### src/rtl/lpfp_pkg.sv
`default_nettype none

package lpfp_pkg;

    // Frame layout: the length word counts these header words too.
    localparam int unsigned HEADER_WORDS = 4;
    localparam int unsigned HDR_BYTES    = HEADER_WORDS * 4;

    // Configuration register indexes
    localparam logic [1:0] CFG_EXPECTED_SIGNATURE = 2'd0;
    localparam logic [1:0] CFG_COMPRESSED_CODE    = 2'd1;
    localparam logic [1:0] CFG_OWN_VERSION        = 2'd2;

    // Result kinds
    localparam logic KIND_PAYLOAD = 1'b0;
    localparam logic KIND_ERROR   = 1'b1;

    // Error codes
    localparam logic [1:0] ERR_NONE        = 2'd0;
    localparam logic [1:0] ERR_BAD_LENGTH  = 2'd1;
    localparam logic [1:0] ERR_BAD_SIG     = 2'd2;
    localparam logic [1:0] ERR_OLD_VERSION = 2'd3;

    typedef struct packed {
        logic        result_kind;
        logic [7:0]  payload_byte;
        logic        last_byte;
        logic        compressed;
        logic [30:0] payload_length;
        logic [1:0]  error_code;
        logic [31:0] required_version;
    } t_result;

endpackage

`default_nettype wire

### src/rtl/lpfp_parser.sv
`default_nettype none

module lpfp_parser (
    input  wire logic            i_clk,
    input  wire logic            i_rst_n,
    input  wire logic            i_take,
    input  wire logic [7:0]      i_data_byte,
    input  wire logic            i_restart,
    input  wire logic            i_cfg_we,
    input  wire logic [1:0]      i_cfg_index,
    input  wire logic [31:0]     i_cfg_data,
    output logic                 o_res_valid,
    output lpfp_pkg::t_result    o_res
);
    import lpfp_pkg::*;

    localparam logic [1:0] PH_LEN  = 2'd0;
    localparam logic [1:0] PH_HDR  = 2'd1;
    localparam logic [1:0] PH_PAY  = 2'd2;
    localparam logic [1:0] PH_HALT = 2'd3;

    logic [31:0] r_expected_signature;
    logic [31:0] r_compressed_code;
    logic [31:0] r_own_version;

    logic [1:0]  r_phase,      n_phase;
    logic [3:0]  r_byte_index, n_byte_index;
    logic [31:0] r_shift,      n_shift;
    logic [30:0] r_remaining,  n_remaining;
    logic [30:0] r_frame_len,  n_frame_len;
    logic        r_sig_bad,    n_sig_bad;
    logic        r_comp,       n_comp;

    logic [31:0] w_word;
    logic [31:0] w_plen;
    logic [30:0] w_rem_dec;

    assign w_word    = {r_shift[23:0], i_data_byte};
    assign w_plen    = w_word - 32'(HDR_BYTES);
    assign w_rem_dec = r_remaining - 31'd1;

    always_comb begin
        n_phase      = r_phase;
        n_byte_index = r_byte_index;
        n_shift      = r_shift;
        n_remaining  = r_remaining;
        n_frame_len  = r_frame_len;
        n_sig_bad    = r_sig_bad;
        n_comp       = r_comp;
        o_res_valid  = 1'b0;
        o_res        = '0;
        if (i_take) begin
            if (i_restart) begin
                n_phase      = PH_LEN;
                n_byte_index = '0;
                n_shift      = '0;
                n_remaining  = '0;
                n_frame_len  = '0;
                n_sig_bad    = 1'b0;
                n_comp       = 1'b0;
            end else begin
                unique case (r_phase)
                    PH_LEN: begin
                        n_shift = w_word;
                        if (r_byte_index < 4'd3) begin
                            n_byte_index = r_byte_index + 4'd1;
                        end else if (w_plen == 32'd0 || w_plen[31]) begin
                            o_res_valid       = 1'b1;
                            o_res.result_kind = KIND_ERROR;
                            o_res.error_code  = ERR_BAD_LENGTH;
                            n_phase           = PH_HALT;
                            n_byte_index      = '0;
                        end else begin
                            n_frame_len  = w_plen[30:0];
                            n_phase      = PH_HDR;
                            n_byte_index = '0;
                            n_sig_bad    = 1'b0;
                            n_comp       = 1'b0;
                        end
                    end
                    PH_HDR: begin
                        n_shift      = w_word;
                        n_byte_index = r_byte_index + 4'd1;
                        if (r_byte_index[1:0] == 2'd3) begin
                            unique case (r_byte_index[3:2])
                                2'd0: n_sig_bad = (w_word != r_expected_signature);
                                2'd1: n_comp    = (w_word == r_compressed_code);
                                2'd2: ;
                                default: begin
                                    // final header word: minimum version
                                    n_byte_index = '0;
                                    if (r_sig_bad) begin
                                        o_res_valid       = 1'b1;
                                        o_res.result_kind = KIND_ERROR;
                                        o_res.error_code  = ERR_BAD_SIG;
                                        n_phase           = PH_HALT;
                                    end else if (w_word > r_own_version) begin
                                        o_res_valid            = 1'b1;
                                        o_res.result_kind      = KIND_ERROR;
                                        o_res.error_code       = ERR_OLD_VERSION;
                                        o_res.required_version = w_word;
                                        n_phase                = PH_HALT;
                                    end else begin
                                        n_phase     = PH_PAY;
                                        n_remaining = r_frame_len;
                                    end
                                end
                            endcase
                        end
                    end
                    PH_PAY: begin
                        n_remaining          = w_rem_dec;
                        o_res_valid          = 1'b1;
                        o_res.result_kind    = KIND_PAYLOAD;
                        o_res.payload_byte   = i_data_byte;
                        o_res.last_byte      = (w_rem_dec == 31'd0);
                        o_res.compressed     = r_comp;
                        o_res.payload_length = r_frame_len;
                        o_res.error_code     = ERR_NONE;
                        if (w_rem_dec == 31'd0) begin
                            n_phase      = PH_LEN;
                            n_byte_index = '0;
                            n_shift      = '0;
                        end
                    end
                    default: ; // halted: drop bytes until restart
                endcase
            end
        end
    end

    always_ff @(posedge i_clk) begin
        if (!i_rst_n) begin
            r_phase              <= PH_LEN;
            r_byte_index         <= '0;
            r_shift              <= '0;
            r_remaining          <= '0;
            r_frame_len          <= '0;
            r_sig_bad            <= 1'b0;
            r_comp               <= 1'b0;
            r_expected_signature <= '0;
            r_compressed_code    <= '0;
            r_own_version        <= '0;
        end else begin
            r_phase      <= n_phase;
            r_byte_index <= n_byte_index;
            r_shift      <= n_shift;
            r_remaining  <= n_remaining;
            r_frame_len  <= n_frame_len;
            r_sig_bad    <= n_sig_bad;
            r_comp       <= n_comp;
            if (i_cfg_we) begin
                unique case (i_cfg_index)
                    CFG_EXPECTED_SIGNATURE: r_expected_signature <= i_cfg_data;
                    CFG_COMPRESSED_CODE:    r_compressed_code    <= i_cfg_data;
                    CFG_OWN_VERSION:        r_own_version        <= i_cfg_data;
                    default: ; // index beyond the list: drop
                endcase
            end
        end
    end

    a_len_index: assert property (@(posedge i_clk) disable iff (!i_rst_n)
        r_phase == PH_LEN |-> r_byte_index <= 4'd3)
        else $error("byte index out of range in length phase");

    a_err_halts: assert property (@(posedge i_clk) disable iff (!i_rst_n)
        o_res_valid && o_res.result_kind == KIND_ERROR |=> r_phase == PH_HALT)
        else $error("error report did not halt the parser");

    a_halt_silent: assert property (@(posedge i_clk) disable iff (!i_rst_n)
        r_phase == PH_HALT |-> !o_res_valid)
        else $error("result emitted while halted");

    a_pay_nonzero: assert property (@(posedge i_clk) disable iff (!i_rst_n)
        r_phase == PH_PAY |-> r_remaining != 31'd0)
        else $error("payload phase with nothing remaining");

endmodule

`default_nettype wire

### src/rtl/lpfp_out_buf.sv
`default_nettype none

module lpfp_out_buf (
    input  wire logic            i_clk,
    input  wire logic            i_rst_n,
    input  wire logic            i_push,
    input  wire lpfp_pkg::t_result i_push_data,
    output logic                 o_push_ready,
    output logic                 o_valid,
    input  wire logic            i_pop_ready,
    output lpfp_pkg::t_result    o_data
);
    import lpfp_pkg::*;

    logic    r_main_valid, n_main_valid;
    logic    r_skid_valid, n_skid_valid;
    t_result r_main, n_main;
    t_result r_skid, n_skid;
    logic    w_pop;

    assign w_pop        = r_main_valid && i_pop_ready;
    assign o_push_ready = !r_skid_valid;
    assign o_valid      = r_main_valid;
    assign o_data       = r_main;

    always_comb begin
        n_main_valid = r_main_valid;
        n_skid_valid = r_skid_valid;
        n_main       = r_main;
        n_skid       = r_skid;
        if (r_skid_valid) begin
            // refill the output register from the skid stage
            if (w_pop) begin
                n_main       = r_skid;
                n_skid_valid = 1'b0;
            end
        end else if (i_push) begin
            if (!r_main_valid || w_pop) begin
                n_main       = i_push_data;
                n_main_valid = 1'b1;
            end else begin
                n_skid       = i_push_data;
                n_skid_valid = 1'b1;
            end
        end else if (w_pop) begin
            n_main_valid = 1'b0;
        end
    end

    always_ff @(posedge i_clk) begin
        if (!i_rst_n) begin
            r_main_valid <= 1'b0;
            r_skid_valid <= 1'b0;
        end else begin
            r_main_valid <= n_main_valid;
            r_skid_valid <= n_skid_valid;
        end
        r_main <= n_main;
        r_skid <= n_skid;
    end

    a_skid_needs_main: assert property (@(posedge i_clk) disable iff (!i_rst_n)
        r_skid_valid |-> r_main_valid)
        else $error("skid stage holds a request with the output register empty");

    a_no_push_full: assert property (@(posedge i_clk) disable iff (!i_rst_n)
        r_skid_valid |-> !i_push)
        else $error("request pushed while both stages are full");

    a_skid_on_stall: assert property (@(posedge i_clk) disable iff (!i_rst_n)
        $rose(r_skid_valid) |-> $past(r_main_valid && !i_pop_ready))
        else $error("skid stage filled without an output stall");

endmodule

`default_nettype wire

### src/rtl/length_prefixed_frame_parser.sv
`default_nettype none

// Length-prefixed frame parser. Takes one stream byte per cycle while
// input ready is high and splits the stream into frames: a 4-byte
// big-endian length (counting the 16 header bytes), four header words
// (signature, compression word, server version, minimum version), then the
// payload. Each payload byte comes out as one request tagged with the
// compressed flag, the payload length and a last-byte mark. A bad length,
// a bad signature or a minimum version above own_version is reported once
// as an error request; the parser then drops bytes until an input with
// restart set. Throughput is one input byte per clock while input ready
// is high: the parser state updates in the accept cycle and the result is
// registered into the output buffer. A two-entry output buffer (output
// register plus skid) keeps input ready high while one result waits; input
// ready drops only while both entries are full. Configuration writes take
// effect on the next cycle and are meant for idle periods.
module length_prefixed_frame_parser (
    input  wire logic        i_clk,
    input  wire logic        i_rst_n,
    // byte stream in
    input  wire logic        i_in_valid,
    output logic             o_in_ready,
    input  wire logic [7:0]  i_data_byte,
    input  wire logic        i_restart,
    // result requests out
    output logic             o_out_valid,
    input  wire logic        i_out_ready,
    output logic             o_result_kind,
    output logic [7:0]       o_payload_byte,
    output logic             o_last_byte,
    output logic             o_compressed,
    output logic [30:0]      o_payload_length,
    output logic [1:0]       o_error_code,
    output logic [31:0]      o_required_version,
    // configuration writes
    input  wire logic        i_cfg_we,
    input  wire logic [1:0]  i_cfg_index,
    input  wire logic [31:0] i_cfg_data
);
    import lpfp_pkg::*;

    logic    w_take;
    logic    w_res_valid;
    t_result w_res;
    t_result w_out;

    // accept a byte whenever the output buffer has room
    assign w_take = i_in_valid && o_in_ready;

    lpfp_parser u_parser (
        .i_clk       (i_clk),
        .i_rst_n     (i_rst_n),
        .i_take      (w_take),
        .i_data_byte (i_data_byte),
        .i_restart   (i_restart),
        .i_cfg_we    (i_cfg_we),
        .i_cfg_index (i_cfg_index),
        .i_cfg_data  (i_cfg_data),
        .o_res_valid (w_res_valid),
        .o_res       (w_res)
    );

    lpfp_out_buf u_out_buf (
        .i_clk        (i_clk),
        .i_rst_n      (i_rst_n),
        .i_push       (w_res_valid),
        .i_push_data  (w_res),
        .o_push_ready (o_in_ready),
        .o_valid      (o_out_valid),
        .i_pop_ready  (i_out_ready),
        .o_data       (w_out)
    );

    // unpack the held request onto the field ports
    assign o_result_kind      = w_out.result_kind;
    assign o_payload_byte     = w_out.payload_byte;
    assign o_last_byte        = w_out.last_byte;
    assign o_compressed       = w_out.compressed;
    assign o_payload_length   = w_out.payload_length;
    assign o_error_code       = w_out.error_code;
    assign o_required_version = w_out.required_version;

endmodule

`default_nettype wire
### config.mk
export PLATFORM = sky130hd
export DESIGN_NAME = length_prefixed_frame_parser
export DESIGN_NICKNAME = d
export VERILOG_FILES = /design/src/rtl/lpfp_pkg.sv /design/src/rtl/lpfp_parser.sv /design/src/rtl/lpfp_out_buf.sv /design/src/rtl/length_prefixed_frame_parser.sv
export SDC_FILE = /design/constraint.sdc
export NUM_CORES = 1
export LEC_CHECK = 0
export BUFFER_PORTS_ARGS = -buffer_cell sky130_fd_sc_hd__buf_2
export CAP_MARGIN = 20
export CORE_ASPECT_RATIO = 1.1
export CORE_MARGIN = 3
export CORE_UTILIZATION = 60
export DETAILED_ROUTE_END_ITERATION = 16
export HOLD_SLACK_MARGIN = 0.12
export PLACE_DENSITY = 0.79
export SYNTH_ARGS = -nofsm -noshare
export SYNTH_HDL_FRONTEND = slang
export SYNTH_HIERARCHICAL = 1
export SYNTH_SLANG_ARGS = --single-unit
### constraint.sdc
create_clock -name i_clk -period 10.9 [get_ports i_clk]
set_clock_uncertainty 0.2 [all_clocks]
set_input_delay 0 -clock i_clk [delete_from_list [all_inputs] [get_ports i_clk]]
set_output_delay 0 -clock i_clk [all_outputs]
set_load 0.02 [all_outputs]
# --- After elaboration in Yosys (flattened, before gate mapping) ---
# Cells that the tools add are included.
totals:
  ff_bits: 344
  inputBits: 48
classes:
  add_sub_neg: 3
  n_lt_le_gt_ge: 2
  eq_ne: 22
  n_mux: 71
  n_bitwise: 2
  reduce_logical: 34
ops:
  columns: ["op", "n"]
  rows:
  - ["2-to-1 mux 76 bit", 6]
  - ["2-to-1 mux 31 bit", 9]
  - ["2-to-1 mux 34 bit", 3]
  - ["2-to-1 mux 32 bit", 2]
  - ["one-hot mux 31 bit (2 select lines)", 1]
  - ["2-to-1 mux 24 bit", 2]
  - ["one-hot mux 24 bit (2 select lines)", 1]
  - ["2-to-1 mux 41 bit", 1]
  - ["== test 32 bit", 1]
  - ["greater-than comparator 32 bit", 1]
  - ["zero test 32 bit", 1]
  - ["inequality test 32 bit", 1]
  - ["subtractor 32 x 5 -> 32 bit, second input constant", 1]
  - ["zero test 31 bit", 1]
  - ["subtractor 31 x 1 -> 31 bit, second input constant", 1]
  - ["2-to-1 mux 1 bit", 26]
  - ["AND reduction 6 bit", 4]
  - ["inequality test 3 bit, second input constant", 7]
  - ["2-to-1 mux 4 bit", 5]
  - ["2-to-1 mux 2 bit", 8]
  - ["AND reduction 3 bit", 5]
  - ["one-hot mux 4 bit (3 select lines)", 1]
  - ["nonzero test 3 bit", 3]
  - ["== test 2 bit, second input constant", 4]
  - ["other kinds (20)", 39]

# --- Logic depth before layout (Yosys ltp) ---
depth:
  depth_word: 11
  ltp_mapped: 12
  mapped_depth_nobuf: 12

# --- By module ---
# The synthesis kept the hierarchy.
modules_own_cells:
  columns: ["module", "n_inst", "cells_each", "area_per_inst_um2", "seq_area_each_um2"]
  rows:
  - ["lpfp_parser", 1, 1530, 11604.9, 3803.6]
  - ["lpfp_out_buf", 1, 251, 5631.7, 4604.4]
  - ["length_prefixed_frame_parser", 1, 1, 6.3, 0.0]

# --- Worst setup path after synthesis ---
# OpenSTA, ideal clock, no wires.
synth_path:
  path_type: "register -> register"
  startpoint: "register u_parser.r_shift[7]"
  endpoint: "register u_out_buf.r_main, in the netlist u_out_buf/o_data[0] (enable)"
  arrival_time_ps: 6317
  required_time_ps: 10164
  slack_ps: 3848
  path_stages_with_launch: 11
  period_less_slack_ps: 7052
  path_cell_list: "dfxtp_1 > clkbuf_1 > nor4_2 > nand4_2 > o21ai_1 > o2111ai_1 > a2111oi_4 > o21ai_0 > a311oi_1 > mux2i_1 > a21oi_1"
synth_via:
  elab_chain_len: 10
  elab_cells_between_ends: 15
  classes_between: "1 x add/sub; 1 x order compare; 9 x mux; 4 x reduce/logical"
synth_rtl:
  columns: ["element", "line_no", "source"]
  rows:
  - ["from (decl)", "lpfp_parser.sv:28", "logic [31:0] r_shift, n_shift;"]
  - ["from (signal assigned)", "lpfp_parser.sv:147", "r_shift <= n_shift;"]
  - ["subtractor 32 x 5 -> 32 bit / greater-than comparator 32 bit (equally long branches)", "lpfp_parser.sv:39, lpfp_parser.sv:97", null]
  - ["zero test 32 bit / 2-to-1 mux 1 bit (equally long branches)", "lpfp_parser.sv:67, lpfp_parser.sv:97", null]
  - ["logical OR 1 bit / 2-to-1 mux 1 bit (equally long branches)", "lpfp_parser.sv:67, lpfp_parser.sv:92", null]
  - ["2-to-1 mux 1 bit (on tied branches)", "lpfp_parser.sv:67, lpfp_parser.sv:85", null]
  - ["2-to-1 mux 1 bit (on tied branches)", "lpfp_parser.sv:65, lpfp_parser.sv:84", null]
  - ["one-hot mux 1 bit (3 select lines) *", "lpfp_parser.sv:62", "unique case (r_phase)"]
  - ["2-to-1 mux 1 bit *", "lpfp_parser.sv:53", "if (i_restart) begin"]
  - ["2-to-1 mux 1 bit *", "lpfp_parser.sv:52", "if (i_take) begin"]
  - ["via w_res_valid", "length_prefixed_frame_parser.sv:43", "logic w_res_valid;"]
  - ["nonzero test 2 bit (no line) *", null, null]
  - ["AND reduction 3 bit (no line) *", null, null]
  - ["to (signal assigned)", "lpfp_out_buf.sv:58", "r_main <= n_main;"]
  - ["to (decl)", "lpfp_out_buf.sv:17", "t_result r_main, n_main;"]
# Mark *: on every way through the listed nets, which the timed path passes. The rest lies on a longest branch.
# A chain may end at the register's enable or synchronous reset.

# --- Worst setup path in the final report ---
layout_path:
  startpoint: "input i_data_byte[4]"
  endpoint: "register u_out_buf.r_main, in the netlist u_out_buf/o_data[16] (enable)"
layout_via:
  elab_chain_len: 10
  elab_cells_between_ends: 15
  classes_between: "1 x add/sub; 1 x order compare; 9 x mux; 4 x reduce/logical"
layout_rtl:
  columns: ["element", "line_no", "source"]
  rows:
  - ["from (decl)", "length_prefixed_frame_parser.sv:23", "input wire logic [7:0] i_data_byte,"]
  - ["subtractor 32 x 5 -> 32 bit / greater-than comparator 32 bit (equally long branches)", "lpfp_parser.sv:39, lpfp_parser.sv:97", null]
  - ["zero test 32 bit / 2-to-1 mux 1 bit (equally long branches)", "lpfp_parser.sv:67, lpfp_parser.sv:97", null]
  - ["logical OR 1 bit / 2-to-1 mux 1 bit (equally long branches)", "lpfp_parser.sv:67, lpfp_parser.sv:92", null]
  - ["2-to-1 mux 1 bit (on tied branches)", "lpfp_parser.sv:67, lpfp_parser.sv:85", null]
  - ["2-to-1 mux 1 bit (on tied branches)", "lpfp_parser.sv:65, lpfp_parser.sv:84", null]
  - ["one-hot mux 1 bit (3 select lines) *", "lpfp_parser.sv:62", null]
  - ["2-to-1 mux 1 bit *", "lpfp_parser.sv:53", null]
  - ["2-to-1 mux 1 bit *", "lpfp_parser.sv:52", null]
  - ["via w_res_valid", "length_prefixed_frame_parser.sv:43", null]
  - ["nonzero test 2 bit (no line) *", null, null]
  - ["AND reduction 3 bit (no line) *", null, null]
# Marked as above.

==> impl_metrics.py <==
metrics = {
    "synthesis": {
        "synth_ff_type": "dfxtp_1",
        "ys_types": 79,
        "syn_nets": 1871,
        "synthesis.area_sq_um": 17200,
        "seq_area_frac_synth_pct": 48.8,
        "syn_area_per_cell_sq_um": 9.68,
        "netlist_instances": 1782,
        "synth-async-reset-ratio_pct": 0,
        "yosys_warnings": 6,
        "synth-seq-cells": 344,
        "synth-edff-count": 152,
    },
    "sta": {
        "holdWs_ns": 0.137,
        "rsz0062_at_grt": "false",
        "tns_ns": 0,
        "relSlewSlack_pct": 27.1,
        "setup_ws_ns": 5.41,
        "maxSlewViolCount": 0,
        "min_period_ns": 5.49,
        "tightest_slew_ns": 1.09,
        "fmax_mhz": 182,
        "fin_crit_sh_pct": 50.3,
        "setup_viol_count_final": 0,
        "hold_viol": 0,
    },
    "layout": {
        "layout_commonest_cell": "nand2_1",
        "nFillCells": 2005,
        "final_cell_mix": "324 x nand2_1, 191 x dfxtp_1, 152 x edfxtp_1",
        "insertedDiodeCount": 0,
        "fin_cells": 2326,
        "nets": 2026,
        "layout-drive-gt1-share_pct": 15.1,
        "syn_to_final_growth_pct": 16.8,
    },
    "clocking": {
        "numClockSinks": 344,
        "clockBufferDepth": 3,
        "cts_tree": "yes",
        "htreeDepth": 2,
        "clk_pin_slew_ns": 0.06,
        "post_cts_buffers": 0,
        "cts_resized": 0,
        "clockRootBuffer": "clkbuf_16",
        "numCtsBuffers": 36,
        "clk-insertion-delay-late_ns": 0.53,
    },
    "drt": {
        "vias": 14500,
        "drc": 0,
        "drt_iter0_markers": 1892,
        "dr.pass1.iters": 6,
        "wire_per_inst_microns": 20.8,
        "totalWireLength_microns": 48500,
        "ant_nets": 0,
        "via_per_inst": 6.24,
    },
    "placed_design": {
        "routabilityCongestion": 1.02,
        "dp_slack_ns": 5.58,
        "hpwl_microns": 31200,
        "dpl.cell_count": 2152,
        "portBuffers": 125,
    },
    "worst_setup_path": {
        "cp_top_family": "compound AO/OA/AOI/OAI gates",
        "max_stage_delay_ns": 0.78,
        "crit_path_start_kind": "input pin",
        "path_common_cell": "o21ai_0",
        "crit_type": "input pin to flip-flop",
        "crit_buf_inv": 4,
        "cp.required_ns": 10.86,
        "crit_chain": "dlygate4sd3_1 -> buf_2 -> inv_1 -> ha_1 -> nor3b_1 -> nand3_1 -> o21ai_0 -> nand4_1 -> a2111oi_4 -> o21ai_0 -> a311oi_1 -> mux2i_1 -> a21oi_4 -> buf_4",
        "crit_slowest_cell": "a21oi_4",
        "endpoint_kind": "flip-flop",
        "crit_path_max_fanout": 51,
        "arrival_ns": 5.44,
    },
    "grt": {
        "grt_start_max_net_pins": 140,
        "grt_pass1_wl_microns": 76300,
        "grt_pass1_vias": 14300,
        "grt_use_met3_pct": 4.32,
        "gr-max-usage-layer": "met2",
        "gr-usage-met1_pct": 38.2,
        "grtUsageMet2_pct": 53.1,
        "gr-usage-all-layers_pct": 30.8,
        "grt_antenna_before_repair": 0,
        "gr-total-overflow": 0,
    },
    "floorplan": {
        "rows": 64,
        "fp.dieW_microns": 168,
        "dieArea_sq_um": 30800,
        "start_util_pct": 61.5,
        "die_h_microns": 184,
        "io_pins": 126,
        "coreArea_sq_um": 28000,
    },
    "pwr": {
        "ir_drop_mv": 0.113,
        "power_leakage_nw": 7.85,
        "power.density_nw_per_um2": 138,
    },
    "worst_hold_path": {
        "hp-class": "input pin to flip-flop",
    },
    "flow_run": {
        "drv_cap": 0,
    },
    "status": {
        "status": "finished clean",
    },
}
cells in the mapped netlist (5+ instances only):
cell | number | share of area (%)
nand2_1 | 324 | 7.1
dfxtp_1 | 192 | 22
edfxtp_1 | 152 | 26
a21boi_0 | 118 | 5.1
clkbuf_1 | 100 | 2.2
mux2_2 | 69 | 4.5
xnor2_1 | 67 | 3.4
nor2_1 | 62 | 1.3
inv_1 | 53 | 1.2
o21ai_0 | 53 | 1.5
o21ai_1 | 45 | 1.3
and3_1 | 43 | 1.6
nor3_1 | 42 | 1.2
ha_1 | 41 | 3.0
nand3_1 | 41 | 1.2
a21oi_1 | 34 | 0.99
xor2_1 | 34 | 1.7
and2_1 | 31 | 1.1
nor4_1 | 30 | 1.1
nand4_1 | 29 | 1.1
or3_1 | 15 | 0.54
buf_6 | 13 | 0.85
buf_2 | 11 | 0.32
nor3b_1 | 10 | 0.44
a211o_1 | 8 | 0.41
a31oi_1 | 8 | 0.29
o211ai_1 | 8 | 0.35
o21a_1 | 8 | 0.35
a2111o_1 | 7 | 0.46
a211oi_1 | 7 | 0.30
mux2_1 | 7 | 0.46
or2_2 | 7 | 0.25
or4_1 | 7 | 0.30
nand3b_1 | 6 | 0.26
mux2i_1 | 5 | 0.29
nor2b_1 | 5 | 0.18
nor4_2 | 5 | 0.36
o311ai_0 | 5 | 0.25
o31ai_1 | 5 | 0.22
kinds of logic (layout without fill, tap and decap cells):
kind of cell	after synthesis	after routing	synth area share, %
buf+inv	186	367	4.79
xor+xnor	101	101	5.13
flops	344	344	48.8
mux	81	81	5.25
simple gates	683	683	19.4
compound gates	346	346	13.7
fa+ha+maj	41	41	2.98
report_power, final:
part           switching, W  leakage [nW]  internal [W]  total [W]
registers         0.0000167          3.21       0.00135    0.00137
logic              0.000113          4.07     0.0000813   0.000194
clock network      0.000508         0.566      0.000704    0.00121
flip-flops by register name, indices dropped and copies added (netlist names):
name	count
u_parser/r_shift	24
u_out_buf/r_skid	76
u_parser/r_compressed_code	32
u_out_buf/r_skid_valid	1
u_parser/r_frame_len	31
u_parser/r_remaining	31
u_parser/r_byte_index	4
u_out_buf/o_data	76
u_parser/r_own_version	32
u_out_buf/o_valid	1
u_parser/r_expected_signature	32
u_parser/r_comp	1
u_parser/r_phase	2
u_parser/r_sig_bad	1
final timing paths:
check / cells past startpoint / slack, ns / from / to
max: 14 / 5.41 / i_data_byte[4] / u_out_buf/o_data[16]
max reg2reg: 10 / 5.48 / u_parser/r_shift[0] / u_out_buf/o_data[16]
min reg2reg: 2 / 0.27 / u_parser/r_comp / u_parser/r_comp
min: 4 / 0.14 / i_cfg_data[4] / u_parser/r_compressed_code[4]
timing repair:
action                                  in CTS  in global routing
endpoints found under the setup margin       0                  0
hold endpoints to repair                   208                  0
hold buffers                               108                  0
worst min-delay path: stages:
cell and delay [ns]:
dlygate4sd3_1 0.52, buf_2 0.15, nand2_1 0.06, a21boi_0 0.07
per-layer routing:
layer,vias to the layer above,share of wire [%]
met1,6932,38
met5,-,0
li1,6644,-
met2,750,49
met4,0,5.7
met3,182,6.9
area by class of cell:
cell class	count	area (sq um)	area share, %
inverter	54	203	1.01
timing repair buffer	249	1860	9.22
clock inverter	13	103	0.510
clock buffer	51	1060	5.26
sequential	344	8410	41.8
tap	363	454	2.26
multi-input combinational	1252	8050	40.0
metrics by stage:
step	power [W]	utilization (%)	area, sq um
4_1_cts	0.00277	71.7	20100
3_5_place_dp	0.00155	63.7	17800
5_1_grt	0.00285	71.8	20100
2_1_floorplan	0.00150	-	17200
3_3_place_gp	0.00154	63.7	17800
6_report	0.00277	71.8	20100
(Power assumes the default switching activity.)
